File: src/sv/rlsc_pkg.sv
package rlsc_pkg;

  localparam int DEF_STACK_DEPTH = 16;
  localparam int DEF_TRACK_COUNT = 32;

  localparam int SPAN_W  = 40;
  localparam int END_W   = SPAN_W + 1;
  localparam int WILD_W  = 2;
  localparam int PROPS_W = 3;
  localparam int TAG_W   = 8;
  localparam int KIND_W  = 2;
  localparam int MODE_W  = 2;
  localparam int STAT_W  = 2;
  localparam int DEPTH_W = 4;

  localparam logic [MODE_W-1:0] MODE_PUSH = 2'd0;
  localparam logic [MODE_W-1:0] MODE_POP  = 2'd1;
  localparam logic [MODE_W-1:0] MODE_TEST = 2'd2;

  localparam logic [WILD_W-1:0] WILD_NORMAL = 2'd0;
  localparam logic [WILD_W-1:0] WILD_NONE   = 2'd1;
  localparam logic [WILD_W-1:0] WILD_ALL    = 2'd2;
  localparam logic [WILD_W-1:0] WILD_SPARE  = 2'd3;

  localparam logic [KIND_W-1:0] EDIT_DELETE  = 2'd0;
  localparam logic [KIND_W-1:0] EDIT_INSERT  = 2'd1;
  localparam logic [KIND_W-1:0] EDIT_REPLACE = 2'd2;

  localparam logic [STAT_W-1:0] STAT_OK    = 2'd0;
  localparam logic [STAT_W-1:0] STAT_EMPTY = 2'd1;
  localparam logic [STAT_W-1:0] STAT_FULL  = 2'd2;

  localparam int PROP_POSITION = 0;
  localparam int PROP_LENGTH   = 1;
  localparam int PROP_CONTENTS = 2;

  typedef struct packed {
    logic push;
    logic pop;
    logic blank;
    logic load_test;
    logic issue;
    logic finish;
  } rlsc_cmd_t;

  typedef struct packed {
    logic more;
    logic hit;
  } rlsc_sts_t;

  // code three behaves as normal
  function automatic logic [WILD_W-1:0] norm_wild(input logic [WILD_W-1:0] code);
    logic [WILD_W-1:0] res;
    res = (code == WILD_SPARE) ? WILD_NORMAL : code;
    return res;
  endfunction

endpackage

File: src/sv/rlsc_datapath.sv
module rlsc_datapath #(
  parameter int STACK_DEPTH = rlsc_pkg::DEF_STACK_DEPTH,
  parameter int TRACK_COUNT = rlsc_pkg::DEF_TRACK_COUNT
) (
  input  logic                            clk,
  input  logic                            rst,
  input  rlsc_pkg::rlsc_cmd_t             cmd,
  output rlsc_pkg::rlsc_sts_t             sts,
  input  logic [rlsc_pkg::SPAN_W-1:0]     region_offset,
  input  logic [rlsc_pkg::SPAN_W-1:0]     region_count,
  input  logic [TRACK_COUNT-1:0]          track_mask,
  input  logic [rlsc_pkg::WILD_W-1:0]     mask_wild,
  input  logic [rlsc_pkg::WILD_W-1:0]     span_wild,
  input  logic [rlsc_pkg::PROPS_W-1:0]    protect_props,
  input  logic [rlsc_pkg::TAG_W-1:0]      reason_tag,
  input  logic [rlsc_pkg::KIND_W-1:0]     edit_kind,
  output logic                            done,
  output logic [rlsc_pkg::STAT_W-1:0]     status,
  output logic                            violated,
  output logic [rlsc_pkg::TAG_W-1:0]      hit_tag,
  output logic [rlsc_pkg::DEPTH_W-1:0]    hit_depth
);

  localparam int LVL_W = $clog2(STACK_DEPTH + 1);
  localparam int IDX_W = (STACK_DEPTH > 1) ? $clog2(STACK_DEPTH) : 1;
  localparam int WC_W  = 2 * rlsc_pkg::WILD_W;

  // entry store
  logic [rlsc_pkg::SPAN_W-1:0]  mem_offset [STACK_DEPTH];
  logic [rlsc_pkg::END_W-1:0]   mem_end    [STACK_DEPTH];
  logic [TRACK_COUNT-1:0]       mem_tracks [STACK_DEPTH];
  logic [WC_W-1:0]              mem_wild   [STACK_DEPTH];
  logic [rlsc_pkg::PROPS_W-1:0] mem_props  [STACK_DEPTH];
  logic [rlsc_pkg::TAG_W-1:0]   mem_reason [STACK_DEPTH];

  logic [rlsc_pkg::SPAN_W-1:0]  rd_offset;
  logic [rlsc_pkg::END_W-1:0]   rd_end;
  logic [TRACK_COUNT-1:0]       rd_tracks;
  logic [WC_W-1:0]              rd_wild;
  logic [rlsc_pkg::PROPS_W-1:0] rd_props;
  logic [rlsc_pkg::TAG_W-1:0]   rd_reason;
  logic [LVL_W-1:0]             rd_depth;
  logic                         rd_vld;

  logic [LVL_W-1:0]             level;
  logic [LVL_W-1:0]             issue_cnt;
  logic [LVL_W-1:0]             rd_idx_full;
  logic [IDX_W-1:0]             rd_idx;
  logic [IDX_W-1:0]             wr_idx;
  logic                         level_zero;
  logic                         level_full;

  // latched test operands
  logic [rlsc_pkg::SPAN_W-1:0]  op_offset;
  logic [rlsc_pkg::END_W-1:0]   op_end;
  logic                         op_count_nz;
  logic [TRACK_COUNT-1:0]       op_tracks;
  logic [rlsc_pkg::WILD_W-1:0]  op_mask_wild;
  logic [rlsc_pkg::WILD_W-1:0]  op_span_wild;
  logic [rlsc_pkg::KIND_W-1:0]  op_kind;

  logic [rlsc_pkg::WILD_W-1:0]  emw;
  logic [rlsc_pkg::WILD_W-1:0]  esw;
  logic                         track_ok;
  logic                         wild_block;
  logic                         span_all;
  logic                         before_start;
  logic                         outside;
  logic                         interval_hit;
  logic                         hit;
  logic [31:0]                  depth_ext;

  assign level_zero  = (level == '0);
  assign level_full  = (level == LVL_W'(STACK_DEPTH));
  assign wr_idx      = level[IDX_W-1:0];
  assign rd_idx_full = level - issue_cnt - LVL_W'(1);
  assign rd_idx      = rd_idx_full[IDX_W-1:0];

  // write on push, fetch one entry per issue, newest first
  always_ff @(posedge clk) begin
    if (cmd.push && !level_full) begin
      mem_offset[wr_idx] <= region_offset;
      mem_end[wr_idx]    <= {1'b0, region_offset} + {1'b0, region_count};
      mem_tracks[wr_idx] <= track_mask;
      mem_wild[wr_idx]   <= {rlsc_pkg::norm_wild(span_wild), rlsc_pkg::norm_wild(mask_wild)};
      mem_props[wr_idx]  <= protect_props;
      mem_reason[wr_idx] <= reason_tag;
    end
    if (cmd.issue) begin
      rd_offset <= mem_offset[rd_idx];
      rd_end    <= mem_end[rd_idx];
      rd_tracks <= mem_tracks[rd_idx];
      rd_wild   <= mem_wild[rd_idx];
      rd_props  <= mem_props[rd_idx];
      rd_reason <= mem_reason[rd_idx];
      rd_depth  <= issue_cnt;
    end
  end

  always_ff @(posedge clk) begin
    if (rst) begin
      level     <= '0;
      issue_cnt <= '0;
      rd_vld    <= 1'b0;
    end else begin
      if (cmd.push && !level_full) begin
        level <= level + LVL_W'(1);
      end else if (cmd.pop && !level_zero) begin
        level <= level - LVL_W'(1);
      end
      if (cmd.load_test) begin
        issue_cnt <= '0;
      end else if (cmd.issue) begin
        issue_cnt <= issue_cnt + LVL_W'(1);
      end
      rd_vld <= cmd.issue;
    end
  end

  always_ff @(posedge clk) begin
    if (cmd.load_test) begin
      op_offset    <= region_offset;
      op_end       <= {1'b0, region_offset} + {1'b0, region_count};
      op_count_nz  <= (region_count != '0);
      op_tracks    <= track_mask;
      op_mask_wild <= rlsc_pkg::norm_wild(mask_wild);
      op_span_wild <= rlsc_pkg::norm_wild(span_wild);
      op_kind      <= edit_kind;
    end
  end

  // rule check on the fetched entry
  always_comb begin
    emw = rd_wild[rlsc_pkg::WILD_W-1:0];
    esw = rd_wild[WC_W-1:rlsc_pkg::WILD_W];
    track_ok = (op_mask_wild == rlsc_pkg::WILD_ALL) || (emw == rlsc_pkg::WILD_ALL) ||
               ((op_tracks & rd_tracks) != '0);
    wild_block = (op_mask_wild == rlsc_pkg::WILD_NONE) || (emw == rlsc_pkg::WILD_NONE) ||
                 (op_span_wild == rlsc_pkg::WILD_NONE) || (esw == rlsc_pkg::WILD_NONE);
    span_all = (op_span_wild == rlsc_pkg::WILD_ALL) || (esw == rlsc_pkg::WILD_ALL);
    before_start = (op_offset < rd_offset);
    outside = (before_start && (op_end < {1'b0, rd_offset})) ||
              (({1'b0, op_offset} > rd_end) && (op_end != '0));
    case (op_kind)
      rlsc_pkg::EDIT_DELETE, rlsc_pkg::EDIT_INSERT: begin
        interval_hit = (rd_props[rlsc_pkg::PROP_POSITION] && before_start && op_count_nz) ||
                       ((rd_props[rlsc_pkg::PROP_LENGTH] || rd_props[rlsc_pkg::PROP_CONTENTS])
                        && !outside);
      end
      rlsc_pkg::EDIT_REPLACE: interval_hit = rd_props[rlsc_pkg::PROP_CONTENTS] && !outside;
      default: interval_hit = 1'b0;
    endcase
    hit = rd_vld && !wild_block && track_ok && (span_all || interval_hit);
  end

  assign sts.hit  = hit;
  assign sts.more = (issue_cnt != level);
  assign depth_ext = 32'(rd_depth);

  // result word
  always_ff @(posedge clk) begin
    if (rst) begin
      done <= 1'b0;
    end else begin
      done <= cmd.push || cmd.pop || cmd.blank || cmd.finish;
    end
  end

  always_ff @(posedge clk) begin
    if (cmd.push || cmd.pop || cmd.blank || cmd.finish) begin
      status    <= rlsc_pkg::STAT_OK;
      violated  <= 1'b0;
      hit_tag   <= '0;
      hit_depth <= '0;
      if (cmd.push && level_full) begin
        status <= rlsc_pkg::STAT_FULL;
      end
      if (cmd.pop && level_zero) begin
        status <= rlsc_pkg::STAT_EMPTY;
      end
      if (cmd.finish && hit) begin
        violated  <= 1'b1;
        hit_tag   <= rd_reason;
        hit_depth <= depth_ext[rlsc_pkg::DEPTH_W-1:0];
      end
    end
  end

endmodule

File: config.mk
export PLATFORM = sky130hd
export DESIGN_NAME = rlsc_datapath
export DESIGN_NICKNAME = d
export VERILOG_FILES = /design/src/sv/rlsc_pkg.sv /design/src/sv/rlsc_datapath.sv
export SDC_FILE = /design/constraint.sdc
export NUM_CORES = 2
export LEC_CHECK = 0
export BUFFER_PORTS_ARGS = -buffer_cell sky130_fd_sc_hd__buf_2
export CAP_MARGIN = 15
export CORE_UTILIZATION = 50
export CTS_CLUSTER_SIZE = 20
export DETAILED_ROUTE_END_ITERATION = 8
export PLACE_DENSITY = 0.66
export SYNTH_ARGS = -nofsm -noshare
export SYNTH_HDL_FRONTEND = slang
export SYNTH_SLANG_ARGS = --single-unit
File: constraint.sdc
create_clock -name clk -period 11.2 [get_ports clk]
set_input_delay 0.56 -clock clk [delete_from_list [all_inputs] [get_ports clk]]
set_output_delay 0.56 -clock clk [all_outputs]
set_load 0.03 [all_outputs]
==> impl_metrics.json <==
{
  "synth-edff-count": 2315,
  "grt_usage": 0.2343,
  "drtIter0Drc": 4564,
  "synthToLayoutAreaGrowth_pct": 12.68,
  "worstPathMaxFanout": 14,
  "wire_per_inst_um": 31.06,
  "dp_hpwl_um": 114900,
  "grt_pass1_wl_um": 307900,
  "drive_above_1_share": 0.2759,
  "hold_viol": 0,
  "fin_crit_sh": 0.4638,
  "syn-instance-count": 3990,
  "crit_arrival_ns": 4.64,
  "slew_viol_final": 0,
  "insertion_delay_ns": 0.84,
  "grt_pass1_vias": 43490,
  "worstPathRequired_ns": 10.64,
  "clock_path_buffers": 3,
  "rsz0062_at_grt": "no",
  "status": "completed",
  "nFillCells": 13090,
  "finalSetupViolations": 0,
  "clock_sinks": 2327,
  "whs_ns": 0.06158,
  "hold_depth": 3,
  "ant_nets": 0,
  "antenna_found_initial": 29,
  "core_area_um2": 180700,
  "crit_type": "reg2out",
  "avgSynthCellArea_um2": 22.80,
  "place_ws_ns": 6.150,
  "synth_area_um2": 90960,
  "num_rows": 156,
  "globalplace.congestion": 0.8761,
  "clock.fmax_mhz": 192.5,
  "cts_resized": 0,
  "first_pass_iters": 6,
  "ios": 155,
  "vias_per_cell": 6.220,
  "worstSetupEndpointType": "primary output",
  "synth-seq-cells": 2327,
  "hold_class": "in2reg",
  "wl_um": 213700,
  "vias": 42790,
  "powerDensity_nw_per_um2": 252.8,
  "setup_tns_ns": 0,
  "clk_pin_slew_ns": 0.06,
  "ir_drop_mv": 0.3816,
  "syn-num-nets": 4295,
  "startpoint_type": "flip-flop",
  "maxCapViolCount": 0,
  "cts_tree": "yes",
  "worstMarginPinSlew_ns": 1.294,
  "post-route-min-period_ns": 5.195,
  "synth_seq_area_share": 0.7669,
  "fin_skew_ns": 0.04213,
  "reg2reg_depth": 6,
  "cts_max_level": 4,
  "grt.overflow.total": 0,
  "yosysWarnings": 0,
  "synthArstFlopShare": 0,
  "slew_headroom": 0.1302,
  "start_util": 0.5032,
  "final_nets": 4614,
  "leakage_uw": 0.03343,
  "ys.flop_type": "edfxtp_1",
  "die_area_um2": 183600,
  "synth_cell_types": 67,
  "dieHeight_um": 428.5,
  "worst_slack_ns": 6.005,
  "port_buffers": 154,
  "cts_buffers": 224,
  "drc": 0,
  "grt_max_degree": 159,
  "cts_root_buffer": "clkbuf_16",
  "die_w_um": 428.5
}
-- worst max-delay path: stages (launching register included) --
cell and delay [ns]:
edfxtp_1 0.42, nor4_2 1.11, nand4_1 0.38, nor3_1 0.52
a31oi_1 0.17, o21ai_0 0.15, o211ai_1 0.14, buf_4 0.25
a21oi_1 0.38, buf_2 0.27
-- routing by layer --
metal	GRT usage	part of all wire	wire length (um)
met4	0.06475	0.026	5655
met1	0.3257	0.40	85990
met5	0	0.00071	152
met2	0.3900	0.51	108000
met3	0.03506	0.065	13880
-- cell usage after synthesis (all sizes together) (15+ instances only) --
| cell type | instances | area [um^2] |
|---|---|---|
| nor3 | 15 | 75.07 |
| xnor2 | 32 | 280.3 |
| nor4 | 26 | 162.7 |
| inv | 118 | 442.9 |
| nor2b | 18 | 112.6 |
| nand3 | 25 | 125.1 |
| buf | 57 | 236.5 |
| a21oi | 93 | 465.5 |
| ha | 165 | 2064 |
| a21o | 37 | 279.0 |
| nand4 | 27 | 168.9 |
| o21ai | 44 | 224.0 |
| edfxtp | 2315 | 69520 |
| nand2 | 46 | 175.2 |
| clkbuf | 101 | 379.1 |
| mux4 | 640 | 14410 |
| nor2 | 49 | 183.9 |
| a211oi | 23 | 172.7 |
-- cell families after synthesis --
logic type,Yosys count,synth area share
buffers and inverters,276,0.01164
adders and majority gates,168,0.02336
muxes,644,0.1589
DFF,2327,0.7669
and+or+nand+nor,247,0.01425
xor gates and xnor gates,43,0.004141
AOI/OAI and AO/OA,285,0.02079
-- final timing paths --
kind	slack (ns)	start	endpoint
worst max-delay path	6.00	op_end[1]	sts[0]
worst min-delay path	0.06	cmd[3]	done
worst max register to register	6.11	level[0]	rd_end[37]
worst min register to register	0.51	issue_cnt[2]	rd_depth[2]
-- area by class of cell --
type,count,area (um^2),share of cell area
well taps,2370,2965,0.02893
flip-flops and latches,2327,69760,0.6806
repair buffers,251,1694,0.01653
inverters,118,442.9,0.004322
clock buffers,283,5963,0.05819
diodes,3,7.507,0.00007325
clock inverters,140,1326,0.01294
multi-input cells,1387,20330,0.1984
-- flip-flops by register name, indices dropped and copies added (netlist names), 40 cells and up --
signal and flops:
mem_end 656, mem_tracks 512, mem_offset 640, mem_reason 128, rd_offset 40, op_offset 40
mem_wild 64, mem_props 48, op_end 41, rd_end 41
-- cells in the final DEF (no fill, tap or decap), types with 6 or more instances in the layout --
master / n
o211ai_1: 8
dfxtp_1: 12
nor2_1: 37
nor3_1: 12
nand4_1: 27
a21o_1: 36
nand3_1: 25
buf_4: 81
clkinvlp_4: 8
clkbuf_1: 51
a221oi_1: 6
a22oi_1: 13
nor2b_1: 18
a211oi_1: 23
nor2_4: 12
nand2b_1: 7
inv_1: 118
ha_1: 164
inv_6: 7
buf_2: 152
o21ai_0: 41
o21bai_1: 9
clkinv_2: 38
edfxtp_1: 2315
nor4_1: 24
o21a_1: 8
a21oi_1: 93
mux4_2: 640
xnor2_1: 29
nand2_1: 45
and3_1: 6
buf_12: 14
clkbuf_16: 229
xor2_1: 10
a31oi_1: 7
clkinv_1: 58
bufinv_16: 23
-- stage by stage --
stage          area (um^2)  utilization  power, uW  instances
4_1_cts             102300       0.5661      26130       6857
5_1_grt             102500       0.5670      26920       6877
3_3_place_gp         95000       0.5256      18600       6430
3_5_place_dp         95010       0.5257      18710       6432
2_1_floorplan        90960            -      16530       3990
6_report            102500       0.5670      25900       6879
-- what timing repair did --
| item | CTS | global route |
|---|---|---|
| buffers inserted | 0 | 0 |
| hold buffers | 2 | 0 |
| endpoints found under the hold margin | 2 | 0 |
-- power breakdown --
group	switching (uW)	leakage (uW)	internal, uW
clock network	3180	0.00355	4290
logic	3790	0.00863	3460
registers	300	0.0212	10900
Power figures use the tool's default switching activity.
